$ cat src/rtl/thrb_pkg.sv
// ---------------------------------------------------------------------------
// thrb_pkg: shared types and constants
// Field widths, register codes, request codes and the controller/datapath
// command and status bundles for the timestamp horizon ring buffer.
// ---------------------------------------------------------------------------
package thrb_pkg;

   localparam int STAMP_W    = 32;
   localparam int PAYLOAD_W  = 64;
   localparam int COUNT_W    = 6;
   localparam int WINDOW_W   = 16;
   localparam int CSR_DATA_W = 16;
   localparam int CSR_IDX_W  = 1;

   // register indexes
   localparam logic [CSR_IDX_W-1:0] REG_CAPACITY = 1'd0;
   localparam logic [CSR_IDX_W-1:0] REG_WINDOW   = 1'd1;

   // request codes
   localparam logic REQ_PUSH   = 1'b0;
   localparam logic REQ_RECALL = 1'b1;

   localparam int                    CAP_RESET    = 32;
   localparam logic [WINDOW_W-1:0]   WINDOW_RESET = 16'd100;

   typedef struct packed {
      logic push;       // write the accepted record at the head
      logic start;      // latch the sample time, clear the best match
      logic scan_next;  // read address runs one entry ahead of oldest
      logic retire;     // drop the oldest record, capture it if in window
      logic load_rsp;   // move the scan result into the output register
   } ctrl_cmd_type;

   typedef struct packed {
      logic empty;      // no records held
      logic last;       // exactly one record held
      logic stop;       // record under test is younger than the sample time
      logic rsp_free;   // output register can take a result this cycle
   } dp_status_type;

endpackage

$ cat src/rtl/thrb_if.sv
// ---------------------------------------------------------------------------
// thrb channel interfaces
// Valid/ready channels for requests and responses of the ring buffer.
// ---------------------------------------------------------------------------
interface thrb_req_if;
   logic                                valid;
   logic                                ready;
   logic                                req_type;
   logic [thrb_pkg::STAMP_W-1:0]        stamp_ms;
   logic [thrb_pkg::PAYLOAD_W-1:0]      payload;

   modport source (output valid, req_type, stamp_ms, payload, input ready);
   modport sink   (input valid, req_type, stamp_ms, payload, output ready);
endinterface

interface thrb_rsp_if;
   logic                                valid;
   logic                                ready;
   logic                                found;
   logic [thrb_pkg::STAMP_W-1:0]        found_stamp_ms;
   logic [thrb_pkg::PAYLOAD_W-1:0]      found_payload;
   logic [thrb_pkg::COUNT_W-1:0]        entries_left;

   modport source (output valid, found, found_stamp_ms, found_payload, entries_left,
                   input ready);
   modport sink   (input valid, found, found_stamp_ms, found_payload, entries_left,
                   output ready);
endinterface

$ cat src/rtl/timestamp_horizon_ring_buffer.sv
// ---------------------------------------------------------------------------
// timestamp_horizon_ring_buffer: timestamped record ring with windowed recall
// Usage: requests arrive as beats on req_chan. A push beat (req_type 0) stores
// stamp_ms and payload at the head, replacing the oldest record when the ring
// is full; it produces no response. A recall beat (req_type 1) carries a
// sample time, drops every record not younger than it, and returns on rsp_chan
// the newest dropped record whose age is under the window setting, plus the
// number of records left.
// Sequence: a push is written in the cycle it is accepted. A recall goes
// through fetch, one check per record examined (at most the capacity in use)
// and done; the scan reads the record RAM once per cycle, one entry ahead.
// The next request is taken once the result sits in the output register.
// Stall: if rsp_chan is not ready, the result holds in the output register and
// a further recall waits at its end until that beat is taken; pushes go on.
// Reset (synchronous): empties the ring, capacity 32 (or DEPTH if smaller),
// window 100 ms. Writing capacity through csr_ also empties the ring.
// ---------------------------------------------------------------------------
module timestamp_horizon_ring_buffer #(
   parameter int DEPTH      = 32,
   parameter int DATA_WIDTH = 64
) (
   input  logic                              clock,
   input  logic                              reset,
   thrb_req_if.sink                          req_chan,
   thrb_rsp_if.source                        rsp_chan,
   input  logic                              csr_wr_en,
   input  logic [thrb_pkg::CSR_IDX_W-1:0]    csr_index,
   input  logic [thrb_pkg::CSR_DATA_W-1:0]   csr_wdata
);

   thrb_pkg::ctrl_cmd_type  cmd;
   thrb_pkg::dp_status_type status;

   // sequencer: owns the request handshake and the scan loop
   thrb_ctrl u_ctrl (
      .clock     (clock),
      .reset     (reset),
      .req_valid (req_chan.valid),
      .req_type  (req_chan.req_type),
      .req_ready (req_chan.ready),
      .status    (status),
      .cmd       (cmd)
   );

   // datapath: record RAM, pointers, settings and the response register
   thrb_dp #(
      .DEPTH      (DEPTH),
      .DATA_WIDTH (DATA_WIDTH)
   ) u_dp (
      .clock              (clock),
      .reset              (reset),
      .csr_wr_en          (csr_wr_en),
      .csr_index          (csr_index),
      .csr_wdata          (csr_wdata),
      .req_stamp_ms       (req_chan.stamp_ms),
      .req_payload        (req_chan.payload),
      .cmd                (cmd),
      .status             (status),
      .rsp_valid          (rsp_chan.valid),
      .rsp_ready          (rsp_chan.ready),
      .rsp_found          (rsp_chan.found),
      .rsp_found_stamp_ms (rsp_chan.found_stamp_ms),
      .rsp_found_payload  (rsp_chan.found_payload),
      .rsp_entries_left   (rsp_chan.entries_left)
   );

endmodule

$ cat src/rtl/thrb_ram.sv
// ---------------------------------------------------------------------------
// thrb_ram: generic single-write, single-read RAM
// One write port, one read port with registered read data.
// ---------------------------------------------------------------------------
module thrb_ram #(
   parameter int WIDTH = 96,
   parameter int DEPTH = 32
) (
   input  logic                                     clock,
   input  logic                                     wr_en,
   input  logic [((DEPTH > 1) ? $clog2(DEPTH) : 1)-1:0] wr_addr,
   input  logic [WIDTH-1:0]                         wr_data,
   input  logic [((DEPTH > 1) ? $clog2(DEPTH) : 1)-1:0] rd_addr,
   output logic [WIDTH-1:0]                         rd_data
);

   logic [WIDTH-1:0] mem_ff [DEPTH];
   logic [WIDTH-1:0] rd_data_ff;

   always_ff @(posedge clock) begin
      if (wr_en) begin
         mem_ff[wr_addr] <= wr_data;
      end
      rd_data_ff <= mem_ff[rd_addr];
   end

   assign rd_data = rd_data_ff;

endmodule

$ cat src/rtl/thrb_ctrl.sv
// ---------------------------------------------------------------------------
// thrb_ctrl: request sequencer
// Takes requests, runs the recall scan one record a cycle, hands off results.
// ---------------------------------------------------------------------------
module thrb_ctrl (
   input  logic                     clock,
   input  logic                     reset,
   input  logic                     req_valid,
   input  logic                     req_type,
   output logic                     req_ready,
   input  thrb_pkg::dp_status_type  status,
   output thrb_pkg::ctrl_cmd_type   cmd
);

   localparam logic [1:0] S_IDLE  = 2'd0;
   localparam logic [1:0] S_FETCH = 2'd1;
   localparam logic [1:0] S_CHECK = 2'd2;
   localparam logic [1:0] S_DONE  = 2'd3;

   logic [1:0] state_ff;
   logic [1:0] state_in;

   assign req_ready = (state_ff == S_IDLE);

   always_comb begin
      state_in = state_ff;
      cmd      = '0;
      unique case (state_ff)
         S_IDLE: begin
            if (req_valid) begin
               if (req_type == thrb_pkg::REQ_RECALL) begin
                  cmd.start = 1'b1;
                  state_in  = S_FETCH;
               end else begin
                  cmd.push = 1'b1;
               end
            end
         end
         S_FETCH: begin
            state_in = status.empty ? S_DONE : S_CHECK;
         end
         S_CHECK: begin
            cmd.scan_next = 1'b1;
            if (status.stop) begin
               state_in = S_DONE;
            end else begin
               cmd.retire = 1'b1;
               if (status.last) begin
                  state_in = S_DONE;
               end
            end
         end
         S_DONE: begin
            if (status.rsp_free) begin
               cmd.load_rsp = 1'b1;
               state_in     = S_IDLE;
            end
         end
         default: begin
            state_in = S_IDLE;
         end
      endcase
   end

   always_ff @(posedge clock) begin
      if (reset) begin
         state_ff <= S_IDLE;
      end else begin
         state_ff <= state_in;
      end
   end

endmodule

$ cat src/rtl/thrb_dp.sv
// ---------------------------------------------------------------------------
// thrb_dp: ring buffer datapath
// Record RAM, ring pointers, settings, age compare and result register.
// ---------------------------------------------------------------------------
module thrb_dp #(
   parameter int DEPTH      = 32,
   parameter int DATA_WIDTH = 64
) (
   input  logic                                 clock,
   input  logic                                 reset,
   // settings
   input  logic                                 csr_wr_en,
   input  logic [thrb_pkg::CSR_IDX_W-1:0]       csr_index,
   input  logic [thrb_pkg::CSR_DATA_W-1:0]      csr_wdata,
   // request fields
   input  logic [thrb_pkg::STAMP_W-1:0]         req_stamp_ms,
   input  logic [thrb_pkg::PAYLOAD_W-1:0]       req_payload,
   // sequencer link
   input  thrb_pkg::ctrl_cmd_type               cmd,
   output thrb_pkg::dp_status_type              status,
   // response
   output logic                                 rsp_valid,
   input  logic                                 rsp_ready,
   output logic                                 rsp_found,
   output logic [thrb_pkg::STAMP_W-1:0]         rsp_found_stamp_ms,
   output logic [thrb_pkg::PAYLOAD_W-1:0]       rsp_found_payload,
   output logic [thrb_pkg::COUNT_W-1:0]         rsp_entries_left
);

   localparam int IDX_W     = (DEPTH > 1) ? $clog2(DEPTH) : 1;
   localparam int REC_W     = thrb_pkg::STAMP_W + DATA_WIDTH;
   localparam int CAP_INIT  = (DEPTH < thrb_pkg::CAP_RESET) ? DEPTH : thrb_pkg::CAP_RESET;
   localparam int COUNT_W   = thrb_pkg::COUNT_W;
   localparam int STAMP_W   = thrb_pkg::STAMP_W;

   // control state
   logic [COUNT_W-1:0]            cap_ff,    cap_in;
   logic [thrb_pkg::WINDOW_W-1:0] window_ff, window_in;
   logic [IDX_W-1:0]              oldest_ff, oldest_in;
   logic [COUNT_W-1:0]            count_ff,  count_in;
   logic                          hit_ff,    hit_in;
   logic                          rsp_valid_ff, rsp_valid_in;
   // payload registers
   logic [STAMP_W-1:0]            sample_ff;
   logic [STAMP_W-1:0]            best_stamp_ff;
   logic [DATA_WIDTH-1:0]         best_payload_ff;
   logic                          found_ff;
   logic [STAMP_W-1:0]            found_stamp_ff;
   logic [DATA_WIDTH-1:0]         found_payload_ff;
   logic [COUNT_W-1:0]            left_ff;

   logic [8:0]                    head_sum;
   logic [IDX_W-1:0]              head_idx;
   logic [8:0]                    inc_sum;
   logic [IDX_W-1:0]              oldest_inc;
   logic [IDX_W-1:0]              rd_addr;
   logic [REC_W-1:0]              rd_data;
   logic [STAMP_W-1:0]            rd_stamp;
   logic [DATA_WIDTH-1:0]         rd_payload;
   logic [STAMP_W-1:0]            age;
   logic                          in_window;
   logic [COUNT_W-1:0]            cap_wr;
   logic                          full;

   // ring arithmetic: both sums stay below twice the capacity
   assign head_sum   = 9'(oldest_ff) + 9'(count_ff);
   assign head_idx   = (head_sum >= 9'(cap_ff)) ? IDX_W'(head_sum - 9'(cap_ff))
                                                : IDX_W'(head_sum);
   assign inc_sum    = 9'(oldest_ff) + 9'd1;
   assign oldest_inc = (inc_sum == 9'(cap_ff)) ? '0 : IDX_W'(inc_sum);
   assign full       = (count_ff == cap_ff);

   // look one entry ahead while scanning so the next record's data is ready for its check
   assign rd_addr = cmd.scan_next ? oldest_inc : oldest_ff;

   thrb_ram #(
      .WIDTH (REC_W),
      .DEPTH (DEPTH)
   ) u_rec_ram (
      .clock   (clock),
      .wr_en   (cmd.push),
      .wr_addr (head_idx),
      .wr_data ({req_stamp_ms, req_payload[DATA_WIDTH-1:0]}),
      .rd_addr (rd_addr),
      .rd_data (rd_data)
   );

   assign rd_stamp   = rd_data[REC_W-1 -: STAMP_W];
   assign rd_payload = rd_data[DATA_WIDTH-1:0];
   assign age        = sample_ff - rd_stamp;
   assign in_window  = (age < 32'(window_ff));

   // clamp written capacity into one to DEPTH
   always_comb begin
      cap_wr = csr_wdata[COUNT_W-1:0];
      if (cap_wr == '0) begin
         cap_wr = COUNT_W'(1);
      end else if (9'(cap_wr) > 9'(DEPTH)) begin
         cap_wr = COUNT_W'(DEPTH);
      end
   end

   always_comb begin
      cap_in       = cap_ff;
      window_in    = window_ff;
      oldest_in    = oldest_ff;
      count_in     = count_ff;
      hit_in       = hit_ff;
      rsp_valid_in = rsp_valid_ff;

      if (rsp_valid_ff && rsp_ready) begin
         rsp_valid_in = 1'b0;
      end
      if (cmd.load_rsp) begin
         rsp_valid_in = 1'b1;
      end

      if (cmd.push) begin
         if (full) begin
            oldest_in = oldest_inc;
         end else begin
            count_in = count_ff + COUNT_W'(1);
         end
      end
      if (cmd.start) begin
         hit_in = 1'b0;
      end
      if (cmd.retire) begin
         count_in  = count_ff - COUNT_W'(1);
         oldest_in = oldest_inc;
         if (in_window) begin
            hit_in = 1'b1;
         end
      end

      if (csr_wr_en) begin
         case (csr_index)
            thrb_pkg::REG_CAPACITY: begin
               cap_in    = cap_wr;
               oldest_in = '0;
               count_in  = '0;
            end
            thrb_pkg::REG_WINDOW: begin
               window_in = csr_wdata[thrb_pkg::WINDOW_W-1:0];
            end
            default: begin
               cap_in = cap_ff;
            end
         endcase
      end
   end

   always_ff @(posedge clock) begin
      if (reset) begin
         cap_ff       <= COUNT_W'(CAP_INIT);
         window_ff    <= thrb_pkg::WINDOW_RESET;
         oldest_ff    <= '0;
         count_ff     <= '0;
         hit_ff       <= 1'b0;
         rsp_valid_ff <= 1'b0;
      end else begin
         cap_ff       <= cap_in;
         window_ff    <= window_in;
         oldest_ff    <= oldest_in;
         count_ff     <= count_in;
         hit_ff       <= hit_in;
         rsp_valid_ff <= rsp_valid_in;
      end
   end

   always_ff @(posedge clock) begin
      if (cmd.start) begin
         sample_ff       <= req_stamp_ms;
         best_stamp_ff   <= '0;
         best_payload_ff <= '0;
      end else if (cmd.retire && in_window) begin
         best_stamp_ff   <= rd_stamp;
         best_payload_ff <= rd_payload;
      end
      if (cmd.load_rsp) begin
         found_ff         <= hit_ff;
         found_stamp_ff   <= best_stamp_ff;
         found_payload_ff <= best_payload_ff;
         left_ff          <= count_ff;
      end
   end

   assign status.empty    = (count_ff == '0);
   assign status.last     = (count_ff == COUNT_W'(1));
   assign status.stop     = age[STAMP_W-1];
   assign status.rsp_free = !rsp_valid_ff || rsp_ready;

   assign rsp_valid          = rsp_valid_ff;
   assign rsp_found          = found_ff;
   assign rsp_found_stamp_ms = found_stamp_ff;
   assign rsp_found_payload  = thrb_pkg::PAYLOAD_W'(found_payload_ff);
   assign rsp_entries_left   = left_ff;

   a_count_le_cap: assert property (@(posedge clock) disable iff (reset)
      count_ff <= cap_ff)
      else $error("record count exceeds capacity");

   a_oldest_in_ring: assert property (@(posedge clock) disable iff (reset)
      9'(oldest_ff) < 9'(cap_ff))
      else $error("oldest pointer outside the ring");

   a_retire_nonempty: assert property (@(posedge clock) disable iff (reset)
      cmd.retire |-> (count_ff != '0))
      else $error("retire on an empty ring");

   a_load_no_overrun: assert property (@(posedge clock) disable iff (reset)
      cmd.load_rsp |-> (!rsp_valid_ff || rsp_ready))
      else $error("result register overwritten before handoff");

endmodule
$ cat src/flat_wrapper.sv
// flat-port wrapper written by rule: the top's interface ports become plain ports
module timestamp_horizon_ring_buffer_flat 
#(
   parameter int DEPTH      = 32,
   parameter int DATA_WIDTH = 64
)
  (clock, reset, csr_wr_en, csr_index, csr_wdata, req_chan_valid, req_chan_req_type, req_chan_stamp_ms, req_chan_payload, req_chan_ready, rsp_chan_valid, rsp_chan_found, rsp_chan_found_stamp_ms, rsp_chan_found_payload, rsp_chan_entries_left, rsp_chan_ready);
  thrb_req_if req_chan_i ();
  thrb_rsp_if rsp_chan_i ();
  input  logic clock;
  input  logic reset;
  input  logic csr_wr_en;
  input  logic [thrb_pkg::CSR_IDX_W-1:0] csr_index;
  input  logic [thrb_pkg::CSR_DATA_W-1:0] csr_wdata;
  input wire logic [$bits(req_chan_i.valid)-1:0] req_chan_valid;
  input wire logic [$bits(req_chan_i.req_type)-1:0] req_chan_req_type;
  input wire logic [$bits(req_chan_i.stamp_ms)-1:0] req_chan_stamp_ms;
  input wire logic [$bits(req_chan_i.payload)-1:0] req_chan_payload;
  output wire logic [$bits(req_chan_i.ready)-1:0] req_chan_ready;
  output wire logic [$bits(rsp_chan_i.valid)-1:0] rsp_chan_valid;
  output wire logic [$bits(rsp_chan_i.found)-1:0] rsp_chan_found;
  output wire logic [$bits(rsp_chan_i.found_stamp_ms)-1:0] rsp_chan_found_stamp_ms;
  output wire logic [$bits(rsp_chan_i.found_payload)-1:0] rsp_chan_found_payload;
  output wire logic [$bits(rsp_chan_i.entries_left)-1:0] rsp_chan_entries_left;
  input wire logic [$bits(rsp_chan_i.ready)-1:0] rsp_chan_ready;
  assign req_chan_i.valid = req_chan_valid;
  assign req_chan_i.req_type = req_chan_req_type;
  assign req_chan_i.stamp_ms = req_chan_stamp_ms;
  assign req_chan_i.payload = req_chan_payload;
  assign req_chan_ready = req_chan_i.ready;
  assign rsp_chan_valid = rsp_chan_i.valid;
  assign rsp_chan_found = rsp_chan_i.found;
  assign rsp_chan_found_stamp_ms = rsp_chan_i.found_stamp_ms;
  assign rsp_chan_found_payload = rsp_chan_i.found_payload;
  assign rsp_chan_entries_left = rsp_chan_i.entries_left;
  assign rsp_chan_i.ready = rsp_chan_ready;
  timestamp_horizon_ring_buffer #(.DEPTH(DEPTH), .DATA_WIDTH(DATA_WIDTH)) u_core (.clock(clock), .reset(reset), .req_chan(req_chan_i), .rsp_chan(rsp_chan_i), .csr_wr_en(csr_wr_en), .csr_index(csr_index), .csr_wdata(csr_wdata));
endmodule
$ cat config.mk
export PLATFORM = sky130hd
export DESIGN_NAME = timestamp_horizon_ring_buffer_flat
export DESIGN_NICKNAME = d
export VERILOG_FILES = /design/src/rtl/thrb_pkg.sv /design/src/rtl/thrb_if.sv /design/src/rtl/timestamp_horizon_ring_buffer.sv /design/src/rtl/thrb_ram.sv /design/src/rtl/thrb_ctrl.sv /design/src/rtl/thrb_dp.sv /design/src/flat_wrapper.sv
export SDC_FILE = /design/constraint.sdc
export NUM_CORES = 2
export LEC_CHECK = 0
export ABC_AREA = 1
export BUFFER_PORTS_ARGS = -buffer_cell sky130_fd_sc_hd__buf_4
export CORE_ASPECT_RATIO = 1.5
export CORE_MARGIN = 2
export CORE_UTILIZATION = 55
export CTS_BUF_LIST = sky130_fd_sc_hd__clkbuf_8
export DETAILED_ROUTE_END_ITERATION = 8
export GPL_TIMING_DRIVEN = 0
export PLACE_DENSITY = 0.71
export REMOVE_ABC_BUFFERS = 1
export SETUP_SLACK_MARGIN = 0.1
export SLEW_MARGIN = 40
export SYNTH_ARGS = -nofsm -noshare
export SYNTH_HDL_FRONTEND = slang
export SYNTH_SLANG_ARGS = --single-unit
export TNS_END_PERCENT = 100
$ cat constraint.sdc
create_clock -name clock -period 11.55 [get_ports clock]
set_input_delay 1.155 -clock clock [delete_from_list [all_inputs] [get_ports clock]]
set_output_delay 1.155 -clock clock [all_outputs]
set_load 0.03 [all_outputs]
==> impl_metrics.toml <==
[global_routing]
grt_pass1_wl_um = 624000
grt_usage_pct = 32.1
antenna_found_initial = 29
grt_max_degree = 96
overflow = 0
grt_pass1_vias = 101000

[route]
via_per_inst = 6.39
wl_per_cell_um = 26.4
firstDrtPassIters = 9
vias = 104000
ant_nets = 0
wirelength_um = 428000
drt_iter0_drc = 15600
drc = 1

[final_layout]
layout.nets = 12700
n_fill_cell = 17600
final_util_pct = 64.9
synthToLayoutAreaGrowth_pct = 17.5
drive_above_1_share_pct = 12.0

[setup_path]
crit_arrival_ps = 6520
path_class = "reg2reg"
cp_data_required_time_ps = 12270
start_kind = "flip-flop"
path_max_fanout = 12
endpoint_kind = "flip-flop"

[placed_design]
gp_congestion = 0.848
io_buffers = 223
place_hpwl_um = 273000

[die]
io_pins = 224
start_util_pct = 55.2
die_h_um = 623
fp.dieArea_um2 = 260000
fp.dieW_um = 417
rows = 227
core-area_um2 = 255000

[synth]
synth-seq-cells = 3436
synth.most_common_cell = "nand3_1"
ys_top_cells_by_area = "edfxtp_1, nand3_1, nand2_1, dfxtp_1, buf_2"
synth.top_cells.by_count = "nand3_1, edfxtp_1, nand2_1, buf_2, inv_1"
seq_area_frac_synth_pct = 71.7
yosys_warnings = 0
yosys.area.top_type = "edfxtp_1"
syn-cell-area_um2 = 141000
synth_flop_cell = "edfxtp_1"
synthCells = 12000
synth_top_area_share_pct = 68.4
synth_cell_types = 39
avgSynthCellArea_um2 = 11.7
synthArstFlopShare_pct = 0
synth-edff-count = 3207

[timing]
finalHoldViolations = 0
tightest_slew_ps = 927
max_freq_ghz = 0.172
fin_crit_sh_pct = 50.3
fin_setup_tns_ps = 0
rsz0062_at_grt = "no"
relSlewSlack_pct = 38.0
slew_viol_final = 0
period_needed_ps = 5800
fin_skew_ps = 82.7
setup_violations = 0

[clocking]
cts_resized = 0
cts_made_buffers = 480
clk_latency_ps = 1070
cts_tree = "done"
post_cts_buffers = 0
clock-root-buffer = "clkbuf_8"
cts_hold_buffers = 0
path_clk_slew_ps = 70
cts_buffer_depth = 4
cts.sinks = 3436
htreeDepth = 5

[status]
status = "complete, but fails checks"
violations = "DRC"

[power_and_ir_drop]
p_leak_nw = 60.8
max-vdd-ir-drop_mv = 0.172
p_per_area_nw_per_um2 = 226
power_mw = 37.3

[flow_run]
maxCapViolCount = 0

[min_path]
min_path_type = "in2reg"
==> area by class of cell <==
cell class / count / area, µm² / share of cell area (%)
clock inverters: 341 / 1830 / 1.11
multi-input cells: 7239 / 34400 / 20.8
repair buffers: 849 / 14600 / 8.84
clock buffers: 545 / 7500 / 4.54
well taps: 3320 / 4150 / 2.51
diodes: 14 / 35.0 / 0.0212
inverters: 474 / 1810 / 1.09
flip-flops and latches: 3436 / 101000 / 61.0
==> registers in the layout, summed over array words and instances, names as in the netlist <==
register,flops
u_core.u_dp.best_payload_ff,64
u_core.u_dp.oldest_ff,5
u_core.u_dp.rsp_entries_left,6
u_core.u_dp.rsp_valid,1
u_core.u_dp.sample_ff,32
u_core.u_dp.window_ff,16
u_core.u_dp.count_ff,6
u_core.u_dp.cap_ff,6
u_core.u_dp.u_rec_ram.rd_data,96
u_core.u_ctrl.state_ff,2
u_core.u_dp.rsp_found_stamp_ms,32
u_core.u_dp.rsp_found_payload,64
u_core.u_dp.u_rec_ram.mem_ff,3072
u_core.u_dp.hit_ff,1
u_core.u_dp.best_stamp_ff,32
u_core.u_dp.rsp_found,1
==> power breakdown <==
part | switching (mW) | internal (mW) | leakage [nW]
Clock | 4.57 | 4.64 | 5.42
Sequential | 0.211 | 14.2 | 30.8
Combinational | 9.05 | 4.61 | 24.6
==> kinds of logic after synthesis <==
logic type               share of synthesized area, %
XOR/XNOR                                        0.156
flip-flops                                       71.7
AO/OA/AOI/OAI                                   0.587
adder cells (fa/ha/maj)                         0.621
buffers and inverters                            4.09
AND/OR/NAND/NOR                                  22.8
==> metal layers <==
metal,track usage [%],part of all wire [%]
met3,6.44,12
met4,17.8,5.9
met5,0,0.038
met2,51.3,47
met1,41.2,35
==> metrics by stage <==
| step | cell area, µm² | worst slack [ps] | hold slack (ps) | instances |
|---|---|---|---|---|
| floorplan | 137000 | -76010 | 409 | 11100 |
| global placement | 143000 | -177670 | 415 | 14700 |
| detailed placement | 156000 | 5800 | 414 | 15300 |
| CTS | 165000 | 5680 | 284 | 16200 |
| global route | 165000 | 5470 | 327 | 16200 |
| finish | 165000 | 5750 | 315 | 16200 |
==> worst max-delay path, cell delays in order (launching register included) <==
cell	delay, ps
dfxtp_1	450
ha_1	300
fa_1	410
xor2_1	260
ha_1	350
a21oi_1	190
o21ai_0	160
nand2_1	90
a31oi_1	70
o21ai_0	140
nand2_1	190
o21ai_0	450
inv_1	160
nor2_1	240
nand2_1	290
nor2_4	500
buf_16	230
buf_16	170
buf_16	200
buf_16	180
buf_16	180
buf_16	170
==> final timing paths <==
path	start	to	slack [ps]	depth (start not counted)
worst max-delay path	u_core.u_dp.oldest_ff[0]$_SDFF_PP0_	u_core.u_dp.u_rec_ram.mem_ff[22][59]$_DFFE_PP_	5750	21
worst min-delay path	reset	u_core.u_dp.rsp_valid$_SDFFE_PP0P_	310	2
worst min register to register	u_core.u_dp.best_stamp_ff[21]$_SDFFE_PP0P_	u_core.u_dp.rsp_found_stamp_ms[21]$_DFFE_PP_	420	0
worst max register to register	u_core.u_dp.oldest_ff[0]$_SDFF_PP0_	u_core.u_dp.u_rec_ram.mem_ff[22][59]$_DFFE_PP_	5750	21
==> cell usage in the layout, fill, tap and decap left out, drive strengths merged, types with 56 or more instances in the layout <==
cell type	Yosys	routed
nand3	4448	4448
nand3b	56	56
nand2	2132	2132
dfxtp	229	229
inv	474	645
clkbuf	317	545
edfxtp	3207	3207
a21oi	73	73
nor2	315	315
o21ai	63	63
buf	556	849
ha	65	65
clkinv	0	147
Note: power is estimated with default switching activity, not from simulation.
